$ cat src/rtl/lwr_tpe_pkg.sv
// ----------------------------------------------------------------------------
// lwr_tpe_pkg
// Types, constants and the rounding function shared by the LWR PRF evaluator.
// ----------------------------------------------------------------------------
package lwr_tpe_pkg;

   localparam int unsigned ELEM_W     = 32;
   localparam int unsigned PRF_W      = 31;
   localparam int unsigned SUM_W      = 31;
   localparam int unsigned RND_W      = 32;
   localparam int unsigned DOT_MAX_W  = 64;
   localparam int unsigned KEY_BITS_W = 7;
   localparam int unsigned LOG_Q_W    = 6;
   localparam int unsigned LOG_S_W    = 5;
   localparam int unsigned CSR_DATA_W = 6;
   localparam int unsigned CSR_IDX_W  = 2;
   localparam int unsigned OUT_DEPTH  = 8;
   localparam int unsigned PTR_W      = $clog2(OUT_DEPTH);
   localparam int unsigned OCC_W      = $clog2(OUT_DEPTH + 1);
   localparam int unsigned BUSY_W     = 2;

   typedef enum logic [CSR_IDX_W-1:0] {
      CSR_EVAL_MODE = 2'd0,
      CSR_LOG_Q     = 2'd1,
      CSR_LOG_Q1    = 2'd2,
      CSR_LOG_P     = 2'd3
   } csr_index_type;

   localparam logic MODE_THRESHOLD = 1'b0;
   localparam logic MODE_DIRECT    = 1'b1;

   localparam logic [LOG_Q_W-1:0] RST_LOG_Q  = 6'd32;
   localparam logic [LOG_S_W-1:0] RST_LOG_Q1 = 5'd28;
   localparam logic [LOG_S_W-1:0] RST_LOG_P  = 5'd10;

   typedef struct packed {
      logic                  eval_mode;
      logic [KEY_BITS_W-1:0] key_bits;
      logic [LOG_S_W-1:0]    log_q1;
      logic [LOG_S_W-1:0]    log_p;
   } cfg_type;

   typedef struct packed {
      logic                 valid;
      logic                 last_share;
      logic [DOT_MAX_W-1:0] dot;
   } dot_type;

   // drop the low (from_bits - to_bits) bits, add back the highest dropped bit
   function automatic logic [RND_W-1:0] round_bits(input logic [DOT_MAX_W-1:0]  x,
                                                   input logic [KEY_BITS_W-1:0] from_bits,
                                                   input logic [KEY_BITS_W-1:0] to_bits);
      logic [KEY_BITS_W-1:0] d;
      logic [DOT_MAX_W-1:0]  sh;
      logic                  half;
      logic [5:0]            hidx;
      d    = from_bits - to_bits;
      sh   = x >> d;
      hidx = 6'(d - 7'd1);
      half = x[hidx];
      if (to_bits >= from_bits) begin
         return x[RND_W-1:0];
      end
      return sh[RND_W-1:0] + {{(RND_W-1){1'b0}}, half};
   endfunction

endpackage

$ cat src/rtl/lwr_tpe_req_if.sv
// ----------------------------------------------------------------------------
// lwr_tpe_req_if
// Request channel: one vector element and key-share element per beat.
// ----------------------------------------------------------------------------
interface lwr_tpe_req_if;
   logic                             valid;
   logic                             ready;
   logic [lwr_tpe_pkg::ELEM_W-1:0]   vec_elem;
   logic [lwr_tpe_pkg::ELEM_W-1:0]   share_elem;
   logic                             last_elem;
   logic                             last_share;

   modport source (output valid, vec_elem, share_elem, last_elem, last_share, input ready);
   modport sink   (input valid, vec_elem, share_elem, last_elem, last_share, output ready);
endinterface

$ cat src/rtl/lwr_tpe_rsp_if.sv
// ----------------------------------------------------------------------------
// lwr_tpe_rsp_if
// Response channel: one rounded PRF value per beat.
// ----------------------------------------------------------------------------
interface lwr_tpe_rsp_if;
   logic                            valid;
   logic                            ready;
   logic [lwr_tpe_pkg::PRF_W-1:0]   prf_value;

   modport source (output valid, prf_value, input ready);
   modport sink   (input valid, prf_value, output ready);
endinterface

$ cat src/rtl/lwr_tpe_mac.sv
// ----------------------------------------------------------------------------
// lwr_tpe_mac
// Input register, 32x32 multiply and inner-product accumulate mod 2^key_bits.
// ----------------------------------------------------------------------------
module lwr_tpe_mac #(
   parameter int unsigned Q_BITS = 32
) (
   input  logic                                clock,
   input  logic                                reset,
   input  logic [lwr_tpe_pkg::KEY_BITS_W-1:0]  key_bits,
   input  logic                                in_accept,
   input  logic [lwr_tpe_pkg::ELEM_W-1:0]      in_vec_elem,
   input  logic [lwr_tpe_pkg::ELEM_W-1:0]      in_share_elem,
   input  logic                                in_last_elem,
   input  logic                                in_last_share,
   output lwr_tpe_pkg::dot_type                dot_out,
   output logic [lwr_tpe_pkg::BUSY_W-1:0]      busy_count
);

   logic                               s1_valid_ff;
   logic [lwr_tpe_pkg::ELEM_W-1:0]     vec_ff;
   logic [lwr_tpe_pkg::ELEM_W-1:0]     share_ff;
   logic                               s1_last_elem_ff;
   logic                               s1_last_share_ff;

   logic                               s2_valid_ff;
   logic [2*lwr_tpe_pkg::ELEM_W-1:0]   prod_full;
   logic [Q_BITS-1:0]                  prod_ff;
   logic                               s2_last_elem_ff;
   logic                               s2_last_share_ff;

   logic [Q_BITS-1:0]                  key_mask;
   logic [Q_BITS-1:0]                  acc_sum;
   logic [Q_BITS-1:0]                  dot_acc_ff;
   logic [Q_BITS-1:0]                  dot_acc_in;
   logic                               s3_valid_ff;
   logic                               s3_last_share_ff;
   logic [Q_BITS-1:0]                  dot_ff;

   assign prod_full = vec_ff * share_ff;

   always_comb begin
      for (int i = 0; i < Q_BITS; i++) begin
         key_mask[i] = (lwr_tpe_pkg::KEY_BITS_W'(i) < key_bits);
      end
   end

   assign acc_sum = (dot_acc_ff + prod_ff) & key_mask;

   always_comb begin
      dot_acc_in = dot_acc_ff;
      if (s2_valid_ff) begin
         dot_acc_in = s2_last_elem_ff ? '0 : acc_sum;
      end
   end

   always_ff @(posedge clock) begin
      if (reset) begin
         s1_valid_ff <= 1'b0;
         s2_valid_ff <= 1'b0;
         s3_valid_ff <= 1'b0;
         dot_acc_ff  <= '0;
      end else begin
         s1_valid_ff <= in_accept;
         s2_valid_ff <= s1_valid_ff;
         s3_valid_ff <= s2_valid_ff & s2_last_elem_ff;
         dot_acc_ff  <= dot_acc_in;
      end
   end

   always_ff @(posedge clock) begin
      if (in_accept) begin
         vec_ff           <= in_vec_elem;
         share_ff         <= in_share_elem;
         s1_last_elem_ff  <= in_last_elem;
         s1_last_share_ff <= in_last_share;
      end
      if (s1_valid_ff) begin
         prod_ff          <= prod_full[Q_BITS-1:0];
         s2_last_elem_ff  <= s1_last_elem_ff;
         s2_last_share_ff <= s1_last_share_ff;
      end
      if (s2_valid_ff) begin
         dot_ff           <= acc_sum;
         s3_last_share_ff <= s2_last_share_ff;
      end
   end

   assign dot_out.valid      = s3_valid_ff;
   assign dot_out.last_share = s3_last_share_ff;
   assign dot_out.dot        = lwr_tpe_pkg::DOT_MAX_W'(dot_ff);

   assign busy_count = lwr_tpe_pkg::BUSY_W'({1'b0, s1_valid_ff} + {1'b0, s2_valid_ff}
                                            + {1'b0, s3_valid_ff});

endmodule

$ cat src/rtl/lwr_tpe_combine.sv
// ----------------------------------------------------------------------------
// lwr_tpe_combine
// Round finished inner products; in threshold mode, combine shares and round the total.
// ----------------------------------------------------------------------------
module lwr_tpe_combine (
   input  logic                              clock,
   input  logic                              reset,
   input  lwr_tpe_pkg::cfg_type              cfg,
   input  lwr_tpe_pkg::dot_type              dot_in,
   output logic                              push_valid,
   output logic [lwr_tpe_pkg::PRF_W-1:0]     push_data,
   output logic [lwr_tpe_pkg::BUSY_W-1:0]    busy_count
);

   logic [lwr_tpe_pkg::KEY_BITS_W-1:0]  round_to;
   logic [lwr_tpe_pkg::RND_W-1:0]       r_in;
   logic                                s4_valid_ff;
   logic [lwr_tpe_pkg::RND_W-1:0]       r_ff;
   logic                                s4_last_share_ff;
   logic                                s4_direct_ff;

   logic [lwr_tpe_pkg::SUM_W-1:0]       q1_mask;
   logic [lwr_tpe_pkg::SUM_W-1:0]       r_low;
   logic [lwr_tpe_pkg::SUM_W-1:0]       new_sum;
   logic [lwr_tpe_pkg::SUM_W-1:0]       share_sum_ff;
   logic [lwr_tpe_pkg::SUM_W-1:0]       share_sum_in;
   logic                                first_share_ff;
   logic                                first_share_in;
   logic                                s5_valid_in;
   logic                                s5_valid_ff;
   logic [lwr_tpe_pkg::SUM_W-1:0]       val_in;
   logic [lwr_tpe_pkg::SUM_W-1:0]       val_ff;
   logic                                need_round_in;
   logic                                need_round_ff;
   logic [lwr_tpe_pkg::RND_W-1:0]       final_round;

   assign round_to = (cfg.eval_mode == lwr_tpe_pkg::MODE_DIRECT) ?
                     {2'b00, cfg.log_p} : {2'b00, cfg.log_q1};
   assign r_in     = lwr_tpe_pkg::round_bits(dot_in.dot, cfg.key_bits, round_to);

   always_comb begin
      for (int i = 0; i < lwr_tpe_pkg::SUM_W; i++) begin
         q1_mask[i] = (lwr_tpe_pkg::LOG_S_W'(i) < cfg.log_q1);
      end
   end

   assign r_low   = r_ff[lwr_tpe_pkg::SUM_W-1:0];
   assign new_sum = (first_share_ff ? (share_sum_ff + r_low) : (share_sum_ff - r_low)) & q1_mask;

   always_comb begin
      share_sum_in   = share_sum_ff;
      first_share_in = first_share_ff;
      s5_valid_in    = 1'b0;
      val_in         = r_low;
      need_round_in  = 1'b0;
      if (s4_valid_ff) begin
         if (s4_direct_ff) begin
            s5_valid_in = 1'b1;
         end else begin
            share_sum_in   = s4_last_share_ff ? '0 : new_sum;
            first_share_in = s4_last_share_ff;
            s5_valid_in    = s4_last_share_ff;
            val_in         = new_sum;
            need_round_in  = 1'b1;
         end
      end
   end

   always_ff @(posedge clock) begin
      if (reset) begin
         s4_valid_ff    <= 1'b0;
         s5_valid_ff    <= 1'b0;
         share_sum_ff   <= '0;
         first_share_ff <= 1'b1;
      end else begin
         s4_valid_ff    <= dot_in.valid;
         s5_valid_ff    <= s5_valid_in;
         share_sum_ff   <= share_sum_in;
         first_share_ff <= first_share_in;
      end
   end

   always_ff @(posedge clock) begin
      if (dot_in.valid) begin
         r_ff             <= r_in;
         s4_last_share_ff <= dot_in.last_share;
         s4_direct_ff     <= cfg.eval_mode;
      end
      if (s4_valid_ff) begin
         val_ff        <= val_in;
         need_round_ff <= need_round_in;
      end
   end

   assign final_round = lwr_tpe_pkg::round_bits(lwr_tpe_pkg::DOT_MAX_W'(val_ff),
                                                {2'b00, cfg.log_q1}, {2'b00, cfg.log_p});

   assign push_valid = s5_valid_ff;
   assign push_data  = need_round_ff ? final_round[lwr_tpe_pkg::PRF_W-1:0] : val_ff;
   assign busy_count = lwr_tpe_pkg::BUSY_W'({1'b0, s4_valid_ff} + {1'b0, s5_valid_ff});

endmodule

$ cat src/rtl/lwr_tpe_fifo.sv
// ----------------------------------------------------------------------------
// lwr_tpe_fifo
// Result queue that decouples the pipeline from response back-pressure.
// ----------------------------------------------------------------------------
module lwr_tpe_fifo (
   input  logic                            clock,
   input  logic                            reset,
   input  logic                            push_valid,
   input  logic [lwr_tpe_pkg::PRF_W-1:0]   push_data,
   lwr_tpe_rsp_if.source                   rsp_chan,
   output logic [lwr_tpe_pkg::OCC_W-1:0]   count
);

   logic [lwr_tpe_pkg::PRF_W-1:0]  mem [lwr_tpe_pkg::OUT_DEPTH];
   logic [lwr_tpe_pkg::PTR_W-1:0]  wr_ptr_ff;
   logic [lwr_tpe_pkg::PTR_W-1:0]  rd_ptr_ff;
   logic [lwr_tpe_pkg::OCC_W-1:0]  count_ff;
   logic [lwr_tpe_pkg::OCC_W-1:0]  count_in;
   logic                           pop;

   assign pop = rsp_chan.valid & rsp_chan.ready;

   always_comb begin
      count_in = count_ff;
      if (push_valid & ~pop) begin
         count_in = count_ff + 1'b1;
      end else if (~push_valid & pop) begin
         count_in = count_ff - 1'b1;
      end
   end

   always_ff @(posedge clock) begin
      if (reset) begin
         wr_ptr_ff <= '0;
         rd_ptr_ff <= '0;
         count_ff  <= '0;
      end else begin
         if (push_valid) begin
            wr_ptr_ff <= wr_ptr_ff + 1'b1;
         end
         if (pop) begin
            rd_ptr_ff <= rd_ptr_ff + 1'b1;
         end
         count_ff <= count_in;
      end
   end

   always_ff @(posedge clock) begin
      if (push_valid) begin
         mem[wr_ptr_ff] <= push_data;
      end
   end

   assign rsp_chan.valid     = (count_ff != '0);
   assign rsp_chan.prf_value = mem[rd_ptr_ff];
   assign count              = count_ff;

endmodule

$ cat src/rtl/lwr_threshold_prf_eval.sv
// ----------------------------------------------------------------------------
// lwr_threshold_prf_eval
// Learning-with-rounding PRF evaluator, direct or threshold share combination.
// Latency: a result passes MAC stages s1-s3, combine stages s4-s5 and the
//   queue before it is valid on rsp. Throughput: one element per cycle;
//   the 8-entry result queue sets req ready from queue fill plus items in flight.
// Reset: clears accumulators, share state and queue; registers take defaults.
// ----------------------------------------------------------------------------
module lwr_threshold_prf_eval #(
   parameter int unsigned Q_BITS = 32
) (
   input  logic                                 clock,
   input  logic                                 reset,
   lwr_tpe_req_if.sink                          req_chan,
   lwr_tpe_rsp_if.source                        rsp_chan,
   input  logic                                 csr_wr_en,
   input  logic [lwr_tpe_pkg::CSR_IDX_W-1:0]    csr_index,
   input  logic [lwr_tpe_pkg::CSR_DATA_W-1:0]   csr_wdata
);

   logic                                   eval_mode_ff;
   logic [lwr_tpe_pkg::LOG_Q_W-1:0]        log_q_ff;
   logic [lwr_tpe_pkg::LOG_S_W-1:0]        log_q1_ff;
   logic [lwr_tpe_pkg::LOG_S_W-1:0]        log_p_ff;
   logic [lwr_tpe_pkg::KEY_BITS_W-1:0]     log_q_ext;
   lwr_tpe_pkg::cfg_type                   cfg;
   lwr_tpe_pkg::dot_type                   dot_beat;
   logic                                   req_accept;
   logic [lwr_tpe_pkg::BUSY_W-1:0]         mac_busy;
   logic [lwr_tpe_pkg::BUSY_W-1:0]         comb_busy;
   logic [lwr_tpe_pkg::OCC_W-1:0]          fifo_count;
   logic [lwr_tpe_pkg::OCC_W-1:0]          occupancy;
   logic                                   push_valid;
   logic [lwr_tpe_pkg::PRF_W-1:0]          push_data;

   always_ff @(posedge clock) begin
      if (reset) begin
         eval_mode_ff <= lwr_tpe_pkg::MODE_THRESHOLD;
         log_q_ff     <= lwr_tpe_pkg::RST_LOG_Q;
         log_q1_ff    <= lwr_tpe_pkg::RST_LOG_Q1;
         log_p_ff     <= lwr_tpe_pkg::RST_LOG_P;
      end else if (csr_wr_en) begin
         case (lwr_tpe_pkg::csr_index_type'(csr_index))
            lwr_tpe_pkg::CSR_EVAL_MODE: eval_mode_ff <= csr_wdata[0];
            lwr_tpe_pkg::CSR_LOG_Q:     log_q_ff     <= csr_wdata;
            lwr_tpe_pkg::CSR_LOG_Q1:    log_q1_ff    <= csr_wdata[lwr_tpe_pkg::LOG_S_W-1:0];
            lwr_tpe_pkg::CSR_LOG_P:     log_p_ff     <= csr_wdata[lwr_tpe_pkg::LOG_S_W-1:0];
            default: begin
            end
         endcase
      end
   end

   assign log_q_ext     = {1'b0, log_q_ff};
   assign cfg.eval_mode = eval_mode_ff;
   assign cfg.key_bits  = (log_q_ext > lwr_tpe_pkg::KEY_BITS_W'(Q_BITS)) ?
                          lwr_tpe_pkg::KEY_BITS_W'(Q_BITS) : log_q_ext;
   assign cfg.log_q1    = log_q1_ff;
   assign cfg.log_p     = log_p_ff;

   assign occupancy      = fifo_count + lwr_tpe_pkg::OCC_W'(mac_busy)
                           + lwr_tpe_pkg::OCC_W'(comb_busy);
   assign req_chan.ready = (occupancy < lwr_tpe_pkg::OCC_W'(lwr_tpe_pkg::OUT_DEPTH));
   assign req_accept     = req_chan.valid & req_chan.ready;

   lwr_tpe_mac #(
      .Q_BITS (Q_BITS)
   ) u_mac (
      .clock         (clock),
      .reset         (reset),
      .key_bits      (cfg.key_bits),
      .in_accept     (req_accept),
      .in_vec_elem   (req_chan.vec_elem),
      .in_share_elem (req_chan.share_elem),
      .in_last_elem  (req_chan.last_elem),
      .in_last_share (req_chan.last_share),
      .dot_out       (dot_beat),
      .busy_count    (mac_busy)
   );

   lwr_tpe_combine u_combine (
      .clock      (clock),
      .reset      (reset),
      .cfg        (cfg),
      .dot_in     (dot_beat),
      .push_valid (push_valid),
      .push_data  (push_data),
      .busy_count (comb_busy)
   );

   lwr_tpe_fifo u_fifo (
      .clock      (clock),
      .reset      (reset),
      .push_valid (push_valid),
      .push_data  (push_data),
      .rsp_chan   (rsp_chan),
      .count      (fifo_count)
   );

endmodule
$ cat src/flat_wrapper.sv
// flat-port wrapper written by rule: the top's interface ports become plain ports
module lwr_threshold_prf_eval_flat 
#(
   parameter int unsigned Q_BITS = 32
)
  (clock, reset, csr_wr_en, csr_index, csr_wdata, req_chan_valid, req_chan_vec_elem, req_chan_share_elem, req_chan_last_elem, req_chan_last_share, req_chan_ready, rsp_chan_valid, rsp_chan_prf_value, rsp_chan_ready);
  lwr_tpe_req_if req_chan_i ();
  lwr_tpe_rsp_if rsp_chan_i ();
  input  logic clock;
  input  logic reset;
  input  logic csr_wr_en;
  input  logic [lwr_tpe_pkg::CSR_IDX_W-1:0] csr_index;
  input  logic [lwr_tpe_pkg::CSR_DATA_W-1:0] csr_wdata;
  input wire logic [$bits(req_chan_i.valid)-1:0] req_chan_valid;
  input wire logic [$bits(req_chan_i.vec_elem)-1:0] req_chan_vec_elem;
  input wire logic [$bits(req_chan_i.share_elem)-1:0] req_chan_share_elem;
  input wire logic [$bits(req_chan_i.last_elem)-1:0] req_chan_last_elem;
  input wire logic [$bits(req_chan_i.last_share)-1:0] req_chan_last_share;
  output wire logic [$bits(req_chan_i.ready)-1:0] req_chan_ready;
  output wire logic [$bits(rsp_chan_i.valid)-1:0] rsp_chan_valid;
  output wire logic [$bits(rsp_chan_i.prf_value)-1:0] rsp_chan_prf_value;
  input wire logic [$bits(rsp_chan_i.ready)-1:0] rsp_chan_ready;
  assign req_chan_i.valid = req_chan_valid;
  assign req_chan_i.vec_elem = req_chan_vec_elem;
  assign req_chan_i.share_elem = req_chan_share_elem;
  assign req_chan_i.last_elem = req_chan_last_elem;
  assign req_chan_i.last_share = req_chan_last_share;
  assign req_chan_ready = req_chan_i.ready;
  assign rsp_chan_valid = rsp_chan_i.valid;
  assign rsp_chan_prf_value = rsp_chan_i.prf_value;
  assign rsp_chan_i.ready = rsp_chan_ready;
  lwr_threshold_prf_eval #(.Q_BITS(Q_BITS)) u_core (.clock(clock), .reset(reset), .req_chan(req_chan_i), .rsp_chan(rsp_chan_i), .csr_wr_en(csr_wr_en), .csr_index(csr_index), .csr_wdata(csr_wdata));
endmodule
$ cat config.mk
export PLATFORM = sky130hd
export DESIGN_NAME = lwr_threshold_prf_eval_flat
export DESIGN_NICKNAME = d
export VERILOG_FILES = /design/src/rtl/lwr_tpe_pkg.sv /design/src/rtl/lwr_tpe_req_if.sv /design/src/rtl/lwr_tpe_rsp_if.sv /design/src/rtl/lwr_tpe_mac.sv /design/src/rtl/lwr_tpe_combine.sv /design/src/rtl/lwr_tpe_fifo.sv /design/src/rtl/lwr_threshold_prf_eval.sv /design/src/flat_wrapper.sv
export SDC_FILE = /design/constraint.sdc
export NUM_CORES = 2
export LEC_CHECK = 0
export BUFFER_PORTS_ARGS = -buffer_cell sky130_fd_sc_hd__buf_2
export CAP_MARGIN = 20
export CORE_ASPECT_RATIO = 0.9
export CORE_MARGIN = 2
export CORE_UTILIZATION = 59
export DETAILED_ROUTE_END_ITERATION = 10
export PLACE_DENSITY = 0.87
export SETUP_SLACK_MARGIN = 0.3
export SLEW_MARGIN = 20
export SYNTH_ARGS = -nofsm -noshare
export SYNTH_HDL_FRONTEND = slang
export SYNTH_HIERARCHICAL = 1
export SYNTH_SLANG_ARGS = --single-unit
$ cat constraint.sdc
create_clock -name clock -period 7.5 [get_ports clock]
set_input_delay 1.5 -clock clock [delete_from_list [all_inputs] [get_ports clock]]
set_output_delay 1.5 -clock clock [all_outputs]
set_load 0.02 [all_outputs]
==> impl_metrics.ini <==
[setup_path]
crit_buf_inv = 7
critical_path.max_fanout = 4
reg2reg_to = u_core/u_mac/prod_ff[28]$_DFFE_PP_
r2r_cells = 25
cp_slowest_cell = fa_1
cp.arrival_ns = 7.51
r2r_start = u_core/u_mac/share_ff[3]$_DFFE_PP_
cp-start-kind = flip-flop
critPathRequiredTime_ns = 7.88
r2r_setup_slack_ns = 0.37
cp-startpoint = u_core/u_mac/share_ff[3]$_DFFE_PP_
max_stage_delay_ns = 0.55
critPathTopFamily = adder cells
critical_path_class = flip-flop to flip-flop
cp-end-kind = flip-flop
cpMostUsedCell = fa_1

[worst_hold_path]
hold_depth = 0
hold_start = u_core/u_mac/s1_last_elem_ff$_DFFE_PP_
hold_class = flip-flop to flip-flop
hold_end = u_core/u_mac/s2_last_elem_ff$_DFFE_PP_

[detailed_routing]
finalWirelength_um = 134000
drc = 0
vias = 36900
vias_per_cell = 6.32
drt_iter0_drc = 4646
final_antenna_net_count = 0
routedWlPerCell_um = 22.9
dr.pass1.iters = 6

[clock_network]
cts.path.max_buffers = 3
ctsHoldBuffers = 0
cts_root_buf = clkbuf_16
tritoncts = done
clkSlewWorstSetupHoldPaths_ns = 0.07
numCtsBuffers = 57
cts-htree-levels = 2
cts.sinks = 545
clkLatencyLatePin_ns = 0.66

[sta]
finalCritPeriodShare_pct = 95.1
hold_viol = 0
fin_skew_ns = 0.0321
fin_tns_setup_ns = 0
slew_violations = 0
min_period_ns = 7.13
tightest_slew_ns = 1.11
setup_viol = 0
rsz0062_at_grt = yes
maxSlewHeadroom_pct = 25.7
max_freq_mhz = 140

[logic_synthesis]
async_flop_share_pct = 0
ys_warn_count = 6
synth-seq-area-share_pct = 31.3
yosysUniqueCellTypes = 101
synth-edff-count = 446
synth_seq_cells = 545
syn_area_um2 = 49200
ys.flop_type = edfxtp_1
avgSynthCellArea_um2 = 10.6
netlist_instances = 4647

[floorplan]
start_util_pct = 59.5
io_pins = 112
num_rows = 100
die_x_um = 308
core_area_um2 = 82600
die_area_um2 = 85700
die_h_um = 278

[status]
status = completed

[job]
drv_cap = 0

[finish]
area_delta_synth_final_pct = 9.26
mostFrequentLayoutCells = 545 x nand2_1, 492 x inv_1, 446 x edfxtp_1
nets = 5433
multi_input_area_um2 = 31200
n_antenna_cell = 0
stdcell_count = 5845
fill_cells = 6015
drive_gt1_share_pct = 14.0
mostFrequentLayoutCell = nand2_1
register_area_um2 = 15400

[place]
place_congestion = 1.01
post-place-cells = 5689
portBuffers = 111
dpl.hpwl_um = 97100

[global_route]
overflow = 0
antenna_found_initial = 5
grt.total_usage_pct = 31.0
grt_max_degree = 67
grt_pass1_wl_um = 207000
grt_pass1_vias = 37100
state kept, by name (all words and copies together) (netlist names), 3 cells and up, named ones only:
name,count
u_core/log_p_ff,5
u_core/log_q1_ff,5
u_core/log_q_ff,6
u_core/u_combine/r_ff,31
u_core/u_combine/share_sum_ff,31
u_core/u_combine/val_ff,31
u_core/u_fifo/count,4
u_core/u_fifo/mem,248
u_core/u_fifo/rd_ptr_ff,3
u_core/u_fifo/wr_ptr_ff,3
u_core/u_mac/dot_acc_ff,32
u_core/u_mac/dot_ff,32
u_core/u_mac/prod_ff,32
u_core/u_mac/share_ff,32
u_core/u_mac/vec_ff,32
what timing repair did:
| action | CTS | global route |
|---|---|---|
| setup endpoints to repair | 8 | 10 |
| resized for setup | 5 | 75 |
| pin swaps | 1 | 46 |
| setup buffers | 18 | 23 |
final cells by class:
type	count	area share (%)
sequential	545	28.6
clock inverter	41	1.10
clock buffer	67	2.80
tap	1071	2.49
inverter	501	3.50
timing repair buffer	260	3.40
multi-input combinational	3360	58.1
worst max path at each step:
stage                                         endpoint  depth (start not counted)
floorplan           u_core/u_mac/prod_ff[28]$_DFFE_PP_                         27
global placement    u_core/u_mac/prod_ff[29]$_DFFE_PP_                         25
CTS                 u_core/u_mac/prod_ff[28]$_DFFE_PP_                         25
detailed placement  u_core/u_mac/prod_ff[29]$_DFFE_PP_                         25
finish              u_core/u_mac/prod_ff[28]$_DFFE_PP_                         25
global route        u_core/u_mac/prod_ff[29]$_DFFE_PP_                         26
logic make-up (layout without fill, tap and decap cells):
| family | Yosys count | count (layout) | share of synthesized area, % |
|---|---|---|---|
| XOR/XNOR | 238 | 238 | 4.34 |
| adder cells (fa/ha/maj) | 629 | 629 | 22.3 |
| flip-flops | 545 | 545 | 31.3 |
| AO/OA/AOI/OAI | 683 | 683 | 9.17 |
| other | 2 | 41 | 0.0153 |
| AND/OR/NAND/NOR | 1419 | 1419 | 14.0 |
| buffers and inverters | 781 | 869 | 6.64 |
| multiplexers | 350 | 350 | 12.2 |
metrics by stage:
step	util [%]	area (um^2)	worst slack [ns]	hold slack [ns]
after floorplan	-	49300	0.332	0.400
after global placement	61.5	50800	0.251	0.407
after detailed placement	61.5	50800	0.0808	0.413
after CTS	64.2	53000	0.291	0.432
after global routing	65.1	53700	0.142	0.447
final	65.1	53700	0.369	0.427
Yosys cell counts (99+ instances only):
| library cell | instances | area (um^2) |
|---|---|---|
| inv_1 | 499 | 1870 |
| nor2_1 | 253 | 950 |
| clkbuf_1 | 173 | 649 |
| edfxtp_1 | 446 | 13400 |
| and2_1 | 329 | 2060 |
| dfxtp_1 | 99 | 1980 |
| ha_1 | 214 | 2680 |
| nand2_1 | 545 | 2050 |
| mux4_2 | 114 | 2570 |
| o21ai_0 | 152 | 761 |
| a21oi_1 | 176 | 881 |
| xnor2_1 | 142 | 1240 |
| fa_1 | 415 | 8310 |
| mux2i_1 | 108 | 1080 |
routing by layer:
metal / global-route usage (%) / vias to the layer above / wire length (um)
met1: 41.5 / 18200 / 50800
li1: - / 16100 / -
met3: 5.71 / 413 / 12500
met4: 12.6 / 6 / 6280
met2: 50.2 / 2124 / 64300
met5: 0 / - / 23
Power is left out: the tool's default activity adds up to more than one toggle a clock period on the data nets, which glitch-free logic cannot reach.
